### src/hdl/fpeas_pkg.sv
`timescale 1ns / 1ps
package fpeas_pkg;

   typedef enum logic [1:0] {
      OP_MUL = 2'd0,
      OP_ADD = 2'd1,
      OP_SUB = 2'd2
   } op_type;

   localparam logic [31:0] QNAN_BITS = 32'h7FC0_0000;
   localparam logic [30:0] INF_MAG   = 31'h7F80_0000;

   // Classification of one operand
   typedef struct packed {
      logic nan;
      logic inf;
      logic zero;
   } cls_type;

   function automatic cls_type classify(input logic [31:0] x);
      cls_type c;
      c.nan  = x[30:0] > INF_MAG;
      c.inf  = x[30:0] == INF_MAG;
      c.zero = x[30:0] == 31'd0;
      return c;
   endfunction

   // Count leading zeros of a 64-bit word (priority encoder)
   function automatic logic [6:0] clz64(input logic [63:0] v);
      logic [6:0] n;
      logic       found;
      n = 7'd64;
      found = 1'b0;
      for (int i = 63; i >= 0; i--) begin
         if (!found && v[i]) begin
            n = 7'(63 - i);
            found = 1'b1;
         end
      end
      return n;
   endfunction

endpackage

### src/hdl/fp32_elementwise_add_sub_mul.sv
`timescale 1ns / 1ps
// Channel   Direction  Payload
// req_      in         tdata = {second_operand, first_operand}, tlast = last_in
// rsp_      out        tdata = result_bits, tlast = last_out
// csr_      in         wdata = operation (0 mul, 1 add, 2 sub); code 3 ignored
//
// Four register stages: unpack/special detect, multiply or align, normalize,
// round. One item per cycle while the output is not stalled; an item moves
// through the stage registers in that order and leaves from the round stage.
// A stall freezes every full stage whose successor cannot move.
// Synchronous reset clears valid bits and sets operation to multiply.
module fp32_elementwise_add_sub_mul (
   input  logic        clock,
   input  logic        reset,
   input  logic        req_tvalid,
   output logic        req_tready,
   input  logic [63:0] req_tdata,   // [31:0] first_operand, [63:32] second_operand
   input  logic        req_tlast,
   output logic        rsp_tvalid,
   input  logic        rsp_tready,
   output logic [31:0] rsp_tdata,   // [31:0] result_bits
   output logic        rsp_tlast,
   input  logic        csr_valid,
   output logic        csr_ready,
   input  logic [1:0]  csr_wdata
);
   import fpeas_pkg::*;

   op_type op_ff;
   logic v1_ff, v2_ff, v3_ff, v4_ff;
   logic adv1, adv2, adv3, adv4;

   // Advance a stage when its successor is free or also moving
   assign adv4 = !v4_ff || rsp_tready;
   assign adv3 = !v3_ff || adv4;
   assign adv2 = !v2_ff || adv3;
   assign adv1 = !v1_ff || adv2;
   assign req_tready = adv1;
   assign csr_ready  = 1'b1;

   // Hold operation; drop writes of the undefined code
   always_ff @(posedge clock) begin
      if (reset) begin
         op_ff <= OP_MUL;
      end else if (csr_valid) begin
         case (csr_wdata)
            OP_MUL, OP_ADD, OP_SUB: op_ff <= op_type'(csr_wdata);
            default: ;
         endcase
      end
   end

   // ---------------- stage 1: unpack, special cases, swap ----------------
   logic [31:0] a_w, b_w, big_w, sml_w;
   cls_type     ca, cb;
   logic        spec_w;
   logic [31:0] spec_res_w;
   logic        mul_w, sgn_w;
   logic [23:0] ma_w, mb_w;
   logic [9:0]  ea_w, eb_w;

   always_comb begin
      a_w = req_tdata[31:0];
      b_w = req_tdata[63:32];
      if (op_ff == OP_SUB) b_w[31] = ~b_w[31];
      mul_w = op_ff == OP_MUL;
      ca = classify(a_w);
      cb = classify(b_w);
      spec_w = 1'b1;
      spec_res_w = QNAN_BITS;
      big_w = a_w;
      sml_w = b_w;
      if (mul_w) begin
         sgn_w = a_w[31] ^ b_w[31];
         if (ca.nan || cb.nan) spec_res_w = QNAN_BITS;
         else if (ca.inf || cb.inf)
            spec_res_w = (ca.zero || cb.zero) ? QNAN_BITS : {sgn_w, INF_MAG};
         else if (ca.zero || cb.zero) spec_res_w = {sgn_w, 31'd0};
         else spec_w = 1'b0;
      end else begin
         if (b_w[30:0] > a_w[30:0]) begin
            big_w = b_w;
            sml_w = a_w;
         end
         sgn_w = big_w[31];
         if (ca.nan || cb.nan) spec_res_w = QNAN_BITS;
         else if (ca.inf && cb.inf)
            spec_res_w = (a_w[31] == b_w[31]) ? a_w : QNAN_BITS;
         else if (ca.inf) spec_res_w = a_w;
         else if (cb.inf) spec_res_w = b_w;
         else if (ca.zero && cb.zero) spec_res_w = {a_w[31] & b_w[31], 31'd0};
         else if (ca.zero) spec_res_w = b_w;
         else if (cb.zero) spec_res_w = a_w;
         else spec_w = 1'b0;
      end
      ma_w = {big_w[30:23] != 8'd0, big_w[22:0]};
      mb_w = {sml_w[30:23] != 8'd0, sml_w[22:0]};
      ea_w = (big_w[30:23] == 8'd0) ? 10'd1 : {2'b00, big_w[30:23]};
      eb_w = (sml_w[30:23] == 8'd0) ? 10'd1 : {2'b00, sml_w[30:23]};
   end

   logic        mul1_ff, sgn1_ff, spec1_ff, last1_ff, sub1_ff;
   logic [31:0] sres1_ff;
   logic [23:0] ma1_ff, mb1_ff;
   logic [9:0]  ea1_ff, eb1_ff;

   always_ff @(posedge clock) begin
      if (reset) v1_ff <= 1'b0;
      else if (adv1) v1_ff <= req_tvalid;
   end
   always_ff @(posedge clock) begin
      if (adv1) begin
         mul1_ff  <= mul_w;
         sgn1_ff  <= sgn_w;
         sub1_ff  <= big_w[31] ^ sml_w[31];
         spec1_ff <= spec_w;
         sres1_ff <= spec_res_w;
         last1_ff <= req_tlast;
         ma1_ff   <= ma_w;
         mb1_ff   <= mb_w;
         ea1_ff   <= ea_w;
         eb1_ff   <= eb_w;
      end
   end

   // ---------------- stage 2: multiply or align and add ----------------
   // sig2 is a 64-bit value, leading one expected near bit 62,
   // exponent e2 such that value = sig/2^62 * 2^(e2-127)
   logic [47:0] prod_w;
   logic [63:0] xa_w, xb_w, sum_w, sig2_w;
   logic [9:0]  diff_w;
   logic signed [11:0] e2_w;
   logic        zero2_w;

   always_comb begin
      prod_w = 48'(ma1_ff) * 48'(mb1_ff);
      xa_w = {1'b0, ma1_ff, 39'd0};
      xb_w = {1'b0, mb1_ff, 39'd0};
      diff_w = ea1_ff - eb1_ff;
      if (diff_w >= 10'd63) xb_w = 64'd1;
      else if (diff_w != 10'd0)
         xb_w = (xb_w >> diff_w) | 64'((xb_w & ((64'd1 << diff_w) - 64'd1)) != 64'd0);
      sum_w = sub1_ff ? (xa_w - xb_w) : (xa_w + xb_w);
      zero2_w = 1'b0;
      if (mul1_ff) begin
         // product of 24-bit significands: leading one at bit 47 or below (46 or 47 if both normal)
         sig2_w = {1'b0, prod_w, 15'd0};
         e2_w = 12'(signed'({2'b00, ea1_ff})) + 12'(signed'({2'b00, eb1_ff}))
              - 12'sd126;
      end else begin
         zero2_w = sub1_ff && sum_w == 64'd0;
         e2_w = 12'(signed'({2'b00, ea1_ff}));
         if (sum_w[63]) begin
            sig2_w = {1'b0, sum_w[63:2], sum_w[1] | sum_w[0]};
            e2_w = e2_w + 12'sd1;
         end else begin
            sig2_w = sum_w;
         end
      end
   end

   logic        sgn2_ff, spec2_ff, last2_ff, zero2_ff;
   logic [31:0] sres2_ff;
   logic [63:0] sig2_ff;
   logic signed [11:0] e2_ff;

   always_ff @(posedge clock) begin
      if (reset) v2_ff <= 1'b0;
      else if (adv2) v2_ff <= v1_ff;
   end
   always_ff @(posedge clock) begin
      if (adv2) begin
         sgn2_ff  <= sgn1_ff;
         spec2_ff <= spec1_ff;
         sres2_ff <= sres1_ff;
         last2_ff <= last1_ff;
         zero2_ff <= zero2_w;
         sig2_ff  <= sig2_w;
         e2_ff    <= e2_w;
      end
   end

   // ---------------- stage 3: normalize to bit 62, denormal shift ----------------
   logic [6:0]  lz_w;
   logic [63:0] nsig_w, dsig_w;
   logic signed [11:0] e3_w;
   logic [11:0] sh_w;

   always_comb begin
      lz_w = clz64(sig2_ff);
      // leading one at bit 63-lz; move it to bit 62
      nsig_w = sig2_ff << (lz_w - 7'd1);
      e3_w = e2_ff - 12'(signed'({5'd0, lz_w})) + 12'sd1;
      dsig_w = nsig_w;
      sh_w = 12'd0;
      if (e3_w <= 12'sd0) begin
         sh_w = 12'(12'sd1 - e3_w);
         if (sh_w >= 12'd63) dsig_w = 64'(nsig_w != 64'd0);
         else
            dsig_w = (nsig_w >> sh_w[5:0])
                   | 64'((nsig_w & ((64'd1 << sh_w[5:0]) - 64'd1)) != 64'd0);
      end
   end

   logic        sgn3_ff, spec3_ff, last3_ff, zero3_ff, ovf3_ff;
   logic [31:0] sres3_ff;
   logic [63:0] sig3_ff;
   logic [7:0]  ebase3_ff;

   always_ff @(posedge clock) begin
      if (reset) v3_ff <= 1'b0;
      else if (adv3) v3_ff <= v2_ff;
   end
   always_ff @(posedge clock) begin
      if (adv3) begin
         sgn3_ff   <= sgn2_ff;
         spec3_ff  <= spec2_ff;
         sres3_ff  <= sres2_ff;
         last3_ff  <= last2_ff;
         zero3_ff  <= zero2_ff;
         ovf3_ff   <= e3_w >= 12'sd255;
         sig3_ff   <= dsig_w;
         ebase3_ff <= (e3_w <= 12'sd0) ? 8'd0 : 8'(e3_w - 12'sd1);
      end
   end

   // ---------------- stage 4: round and pack ----------------
   logic [23:0] m_w;
   logic [38:0] rem_w;
   logic        up_w;
   logic [31:0] res_w;

   always_comb begin
      m_w = sig3_ff[62:39];
      rem_w = sig3_ff[38:0];
      up_w = (rem_w > {1'b1, 38'd0}) || (rem_w == {1'b1, 38'd0} && m_w[0]);
      res_w = {sgn3_ff, 31'd0} + {1'b0, ebase3_ff, 23'd0} + {8'd0, m_w} + 32'(up_w);
      if (spec3_ff) res_w = sres3_ff;
      else if (zero3_ff) res_w = 32'd0;
      else if (ovf3_ff) res_w = {sgn3_ff, INF_MAG};
   end

   always_ff @(posedge clock) begin
      if (reset) v4_ff <= 1'b0;
      else if (adv4) v4_ff <= v3_ff;
   end
   always_ff @(posedge clock) begin
      if (adv4) begin
         rsp_tdata <= res_w;
         rsp_tlast <= last3_ff;
      end
   end

   assign rsp_tvalid = v4_ff;

endmodule

### config.mk
export PLATFORM = sky130hd
export DESIGN_NAME = fp32_elementwise_add_sub_mul
export DESIGN_NICKNAME = d
export VERILOG_FILES = /design/src/hdl/fpeas_pkg.sv /design/src/hdl/fp32_elementwise_add_sub_mul.sv
export SDC_FILE = /design/constraint.sdc
export NUM_CORES = 2
export LEC_CHECK = 0
export CAP_MARGIN = 20
export CORE_MARGIN = 4
export CORE_UTILIZATION = 25
export DETAILED_ROUTE_END_ITERATION = 7
export DONT_BUFFER_PORTS = 1
export GPL_ROUTABILITY_DRIVEN = 0
export PLACE_DENSITY = 0.44
export SYNTH_ARGS = -nofsm -noshare
export SYNTH_HDL_FRONTEND = slang
export SYNTH_SLANG_ARGS = --single-unit
### constraint.sdc
create_clock -name clock -period 28.9 [get_ports clock]
set_input_delay 7.225 -clock clock [delete_from_list [all_inputs] [get_ports clock]]
set_output_delay 7.225 -clock clock [all_outputs]
set_load 0.02 [all_outputs]
After elaboration in Yosys (flattened, before gate mapping)
Index checks and enable logic that the tools add are counted.

Bits in registers: 364. Bits in latches: 0. Bits in writable memories: 0. ROM bits: 0. Bits of input ports: 72. Output and inout bits: 36. Logic and storage cells: 407. Memories: 0.

Add/sub/neg operators: 16. Multipliers: 1. Div/mod/pow operators: 0. $lt $le $gt $ge: 8. Equal/unequal tests: 7. Shift-type cells: 5. Muxes and demuxes: 169. Bitwise gates (word level): 9. Reductions and logical operators: 157.

Operators with widths (count): 32-bit 2-to-1 mux (20); 7-bit 2-to-1 mux (64); 63-bit 2-to-1 mux (4); 64-bit 2-to-1 mux (3); 64-bit nonzero test (3); 64-bit by 1-bit subtractor with 64-bit output, second input constant (2); 1-bit 2-to-1 mux (76); 1-bit logical AND (67); 1-bit logical NOT (67); 63-bit by 64-bit adder with 64-bit output (1); 63-bit by 64-bit bitwise AND with 64-bit output (1); 64-bit bitwise AND (1); 64-bit logical NOT (1); 64-bit by 1-bit OR with 64-bit output (1); 1-bit by 10-bit left shift with 64-bit output, first input constant (1); 1-bit by 6-bit left shift with 64-bit output, first input constant (1); 64-bit by 7-bit left shift with 64-bit output (1); 63-bit by 10-bit >> shifter with 64-bit output (1); 64-bit by 6-bit >> shifter with 63-bit output (1); 63-bit by 64-bit subtractor with 64-bit output (1); 63-bit by 1-bit OR with 63-bit output (1); 31-bit equality test, second input constant (2); 31-bit > comparator, second input constant (2); 31-bit logical NOT (2); 36 further kinds (48).

Depth between registers and ports, before layout
Depth in word-level cells: 200. Depth in mapped cells: 41. Mapped depth without buffers: 31.

Worst setup path after synthesis
OpenSTA, ideal clock, no wires.

Path kind: input -> output. Start: input rsp_tready. End: output req_tready. Arrival: 9.763 ns. Data required time: 21.675 ns. Path slack: 11.912 ns. Cell stages on the path: 3. Buffers on the path: 0. Cells stage by stage: nor2b_1 -> and3_1 -> nand2_1.

Cells in the longest elaborated chain, start to end: 4.

Ends and longest elaborated chain: from (decl) (RTL line fp32_elementwise_add_sub_mul.sv:20) `input logic rsp_tready,`; 1-bit logical OR (RTL line fp32_elementwise_add_sub_mul.sv:34) `assign adv4 = !v4_ff || rsp_tready;`; 1-bit logical OR (RTL line fp32_elementwise_add_sub_mul.sv:35) `assign adv3 = !v3_ff || adv4;`; 1-bit logical OR (RTL line fp32_elementwise_add_sub_mul.sv:36) `assign adv2 = !v2_ff || adv3;`; 1-bit logical OR (RTL line fp32_elementwise_add_sub_mul.sv:37) `assign adv1 = !v1_ff || adv2;`; to (decl) (RTL line fp32_elementwise_add_sub_mul.sv:16) `output logic req_tready,`.

Every way passes these cells.

Final worst setup path
Ends and elaborated chain as after synthesis.

==> impl_results.html <==
<table>
<tr><th>Metric</th><th>Value</th></tr>
<tr><th colspan="2">Status</th></tr>
<tr><td>Outcome</td><td>finished, final reports clean</td></tr>
<tr><th colspan="2">Setup path</th></tr>
<tr><td>Worst r2r src</td><td>sig2_ff[19]</td></tr>
<tr><td>Sequence of cells on the critical path</td><td>nor2b_1 -&gt; and3_1 -&gt; nand2_4</td></tr>
<tr><td>Worst endpoint required time</td><td>~22,000 ps</td></tr>
<tr><td>Signal arrival time at the worst endpoint</td><td>between 8000 and 9000 ps</td></tr>
<tr><td>Crit start category</td><td>input port</td></tr>
<tr><td>Biggest cell delay along the critical path</td><td>420 ps</td></tr>
<tr><td>Worst-path fanout max</td><td>46</td></tr>
<tr><td>Launching instance or port of the critical path</td><td>rsp_tready</td></tr>
<tr><td>Critical Path End Type</td><td>output port</td></tr>
<tr><td>Cell depth of the worst flop-to-flop path</td><td>33</td></tr>
<tr><td>Flop2flop setup slack</td><td>18,550 ps</td></tr>
<tr><td>Worst R2R End</td><td>sig3_ff[0]</td></tr>
<tr><td>Critical-path cell with the highest stage delay</td><td>sky130_fd_sc_hd__nand2_4</td></tr>
<tr><td>Worst setup path class</td><td>in2out</td></tr>
<tr><th colspan="2">Global route</th></tr>
<tr><td>Overflow after GRT</td><td>0</td></tr>
<tr><td>Met3 GRT Util</td><td>0.0261</td></tr>
<tr><td>Most Used Layer, Global Route</td><td>met2</td></tr>
<tr><td>Number of antenna violations at the first check in global routing</td><td>12</td></tr>
<tr><td>Met2 routing resource usage after global routing</td><td>0.304</td></tr>
<tr><td>Total track usage</td><td>0.190</td></tr>
<tr><td>Vias in the first global route</td><td>~50,000</td></tr>
<tr><td>Met1 Usage GRT</td><td>0.261</td></tr>
<tr><td>Global-route wire length before repair</td><td>approximately 340 mm</td></tr>
<tr><td>Largest net degree at the start of global routing</td><td>between 80 and 90</td></tr>
<tr><th colspan="2">Synth</th></tr>
<tr><td>Post-synth EDFFs</td><td>353</td></tr>
<tr><td>Portion of the post-synthesis area used by sequential elements</td><td>0.190</td></tr>
<tr><td>Predominant post-synthesis flop cell</td><td>sky130_fd_sc_hd__edfxtp_1</td></tr>
<tr><td>Library cells used by synthesis</td><td>about 120</td></tr>
<tr><td>Syn Inst Count</td><td>~6,700</td></tr>
<tr><td>Number of storage elements in the synthesis netlist</td><td>about 360</td></tr>
<tr><td>Number of warnings issued by yosys</td><td>0</td></tr>
<tr><td>FFs w/ async S/R, synth</td><td>0</td></tr>
<tr><td>Post-synthesis net count</td><td>roughly 7,600</td></tr>
<tr><td>Synth Cell Area</td><td>0.0565 sq mm</td></tr>
<tr><td>Post-synthesis area per instance</td><td>8.45 sq um</td></tr>
<tr><th colspan="2">Die</th></tr>
<tr><td>Io pins</td><td>approximately 110</td></tr>
<tr><td>Core ar.</td><td>roughly 0.22 sq mm</td></tr>
<tr><td>Initial Util</td><td>0.251</td></tr>
<tr><td>Placement row count</td><td>~170</td></tr>
<tr><td>DIE HEIGHT</td><td>slightly below 500 um</td></tr>
<tr><td>Die Span X</td><td>between 400 and 500 um</td></tr>
<tr><td>Overall die area</td><td>around 0.23 sq mm</td></tr>
<tr><th colspan="2">STA</th></tr>
<tr><td>Final number of hold-violating endpoints</td><td>0</td></tr>
<tr><td>Number of endpoints failing setup at the final stage</td><td>0</td></tr>
<tr><td>Pins Over Slew Limit</td><td>0</td></tr>
<tr><td>Max transition margin</td><td>0.184</td></tr>
<tr><td>Final critical delay including setup and external delays</td><td>15,590 ps</td></tr>
<tr><td>Actual slew at the worst max-slew pin</td><td>1220 ps</td></tr>
<tr><td>Total negative slack for setup checks</td><td>0 ps</td></tr>
<tr><td>Fraction of the cycle the final worst path needs</td><td>0.540</td></tr>
<tr><td>Largest clock skew in the final design</td><td>about 28 ps</td></tr>
<tr><td>Final hold slack</td><td>approximately 400 ps</td></tr>
<tr><td>RSZ-0062 raised after global routing</td><td>no</td></tr>
<tr><td>Maximum clock rate</td><td>~0.064 GHz</td></tr>
<tr><td>Setup WS post-layout</td><td>between 10,000 and 15,000 ps</td></tr>
<tr><th colspan="2">Final layout</th></tr>
<tr><td>Nets</td><td>between 7,000 and 8,000</td></tr>
<tr><td>P&amp;R area growth vs syn</td><td>8.42%</td></tr>
<tr><td>Share of layout cells above drive strength 1</td><td>0.0802</td></tr>
<tr><td>Final Cell Area</td><td>0.0612 sq mm</td></tr>
<tr><th colspan="2">Worst hold path</th></tr>
<tr><td>Min-Delay Endpoint</td><td>sres3_ff[11]</td></tr>
<tr><td>Hold Path Class</td><td>reg2reg</td></tr>
<tr><td>Instance count along the most critical hold path</td><td>0</td></tr>
<tr><td>Worst hold start</td><td>sres2_ff[11]</td></tr>
<tr><th colspan="2">Job</th></tr>
<tr><td>Max Cap Viol</td><td>0</td></tr>
<tr><th colspan="2">Routing</th></tr>
<tr><td>DRT antenna net count</td><td>0</td></tr>
<tr><td>Routed len/inst</td><td>about 24 um</td></tr>
<tr><td>Final routed DRC violation total</td><td>0</td></tr>
<tr><td>Count of TritonRoute iterations in the first routing pass</td><td>7</td></tr>
<tr><td>Number of vias in the routed layout</td><td>52,100</td></tr>
<tr><td>Avg Vias per Cell</td><td>~5.5</td></tr>
<tr><td>Wire length reported by the detailed router</td><td>232 mm</td></tr>
<tr><td>Violation count after the first detailed-routing iteration</td><td>6,071</td></tr>
<tr><th colspan="2">Placement</th></tr>
<tr><td>Input/output buffers</td><td>0</td></tr>
<tr><td>Pre-CTS setup slack</td><td>13,290 ps</td></tr>
<tr><td>Cell area after placement</td><td>~0.060 sq mm</td></tr>
<tr><td>Half-perimeter wire length of the detailed placement result</td><td>176 mm</td></tr>
<tr><th colspan="2">Clock tree</th></tr>
<tr><td>Clock transition at path regs</td><td>60 ps</td></tr>
<tr><td>CTS tree</td><td>yes</td></tr>
<tr><td>Number of setup buffers added after CTS</td><td>0</td></tr>
<tr><td># H-tree levels</td><td>2</td></tr>
<tr><td>Worst-Skew Late Latency</td><td>590 ps</td></tr>
<tr><td>Post-cts resize count</td><td>0</td></tr>
<tr><td>Clk Tree Root Cell</td><td>sky130_fd_sc_hd__clkbuf_16</td></tr>
<tr><td>Sink Count</td><td>between 300 and 400</td></tr>
<tr><td>Clock Tree Buf Depth</td><td>3</td></tr>
<tr><td>Post-cts hold buffer count</td><td>0</td></tr>
<tr><td>CTS buffer count</td><td>42</td></tr>
</table>
==> worst max-delay path: cells and delay by family <==
family           cells  cell delay (ps)
and+or+nand+nor      3             1120
==> through the flow <==
step,instances,util
detailed placement,9381,0.266
finish,9461,0.272
global route,9460,0.272
floorplan,6684,-
global placement,9377,0.266
CTS,9459,0.272
==> per-layer routing <==
layer	share of wire	wire (um)
met1	0.44	101000
met2	0.45	104000
met3	0.070	16100
met4	0.045	10500
met5	0.00018	41
==> sequential cells by signal, indices dropped and copies added (netlist names), 12 cells and up <==
register and cells:
sres3_ff 32, sig2_ff 63, sres2_ff 32, sres1_ff 32, sig3_ff 63, mb1_ff 24
rsp_tdata 32, e2_ff 12, ma1_ff 24
==> worst max path at each step <==
stage | end | cells after the start
final | req_tready | 3
after global routing | req_tready | 3
after CTS | req_tready | 3
after detailed placement | req_tready | 3
after global placement | req_tready | 3
after floorplan | req_tready | 3
==> cells in the final DEF, fill, tap and decap left out, types with 68 or more instances in the layout <==
cell                       instances
sky130_fd_sc_hd__buf_4           168
sky130_fd_sc_hd__fa_1            485
sky130_fd_sc_hd__and2_1          234
sky130_fd_sc_hd__edfxtp_1        353
sky130_fd_sc_hd__nor2_1          427
sky130_fd_sc_hd__ha_1            305
sky130_fd_sc_hd__mux2_2           81
sky130_fd_sc_hd__nor3_1          132
sky130_fd_sc_hd__a211oi_1         85
sky130_fd_sc_hd__o22ai_1          73
sky130_fd_sc_hd__nor4_1           82
sky130_fd_sc_hd__xor2_1           69
sky130_fd_sc_hd__mux4_2           87
sky130_fd_sc_hd__o211ai_1         71
sky130_fd_sc_hd__mux2i_1         176
sky130_fd_sc_hd__a21oi_1         362
sky130_fd_sc_hd__xnor2_1          98
sky130_fd_sc_hd__o21ai_0         292
sky130_fd_sc_hd__nand2_1         947
sky130_fd_sc_hd__nand3_1         146
sky130_fd_sc_hd__a21o_1           68
sky130_fd_sc_hd__inv_1           650
==> synthesized netlist by cell type, types with 50 or more instances <==
| cell | number | area, sq um |
|---|---|---|
| sky130_fd_sc_hd__nand2_1 | 949 | 3560 |
| sky130_fd_sc_hd__inv_1 | 652 | 2450 |
| sky130_fd_sc_hd__fa_1 | 486 | 9730 |
| sky130_fd_sc_hd__nor2_1 | 428 | 1610 |
| sky130_fd_sc_hd__a21oi_1 | 362 | 1810 |
| sky130_fd_sc_hd__clkbuf_1 | 355 | 1330 |
| sky130_fd_sc_hd__edfxtp_1 | 353 | 10600 |
| sky130_fd_sc_hd__ha_1 | 309 | 3870 |
| sky130_fd_sc_hd__o21ai_0 | 293 | 1470 |
| sky130_fd_sc_hd__and2_1 | 234 | 1460 |
| sky130_fd_sc_hd__mux2i_1 | 176 | 1760 |
| sky130_fd_sc_hd__nand3_1 | 146 | 731 |
| sky130_fd_sc_hd__nor3_1 | 133 | 666 |
| sky130_fd_sc_hd__xnor2_1 | 102 | 893 |
| sky130_fd_sc_hd__a211oi_1 | 87 | 653 |
| sky130_fd_sc_hd__mux4_2 | 87 | 1960 |
| sky130_fd_sc_hd__nor4_1 | 84 | 526 |
| sky130_fd_sc_hd__mux2_2 | 81 | 912 |
| sky130_fd_sc_hd__o22ai_1 | 73 | 457 |
| sky130_fd_sc_hd__o211ai_1 | 71 | 533 |
| sky130_fd_sc_hd__xor2_1 | 70 | 613 |
| sky130_fd_sc_hd__a21o_1 | 68 | 510 |
| sky130_fd_sc_hd__nand4_1 | 65 | 407 |
| sky130_fd_sc_hd__a22oi_1 | 56 | 420 |
| sky130_fd_sc_hd__and3_1 | 55 | 344 |
| sky130_fd_sc_hd__buf_2 | 50 | 250 |
==> cell families after synthesis <==
logic type                 count (synthesis)  synth area share
AOI/OAI and AO/OA                       1553             0.186
xor gates and xnor gates                 176            0.0283
adders and majority gates                796             0.241
buffers and inverters                   1122            0.0768
DFF                                      359             0.190
muxes                                    349            0.0831
other                                      1         0.0000664
and+or+nand+nor                         2328             0.195
==> layout make-up <==
type,count,area (sq um)
Fill cell,24200,163000
Tap cell,2992,3740
Multi-Input combinational cell,5203,41600
Antenna cell,1,2.50
Sequential cell,359,10700
Clock inverter,29,308
Inverter,657,2470
Timing Repair Buffer,171,1280
Clock buffer,49,1100
Power is left out: the tool's default activity adds up to more than one toggle a clock period on the data nets, which glitch-free logic cannot reach.
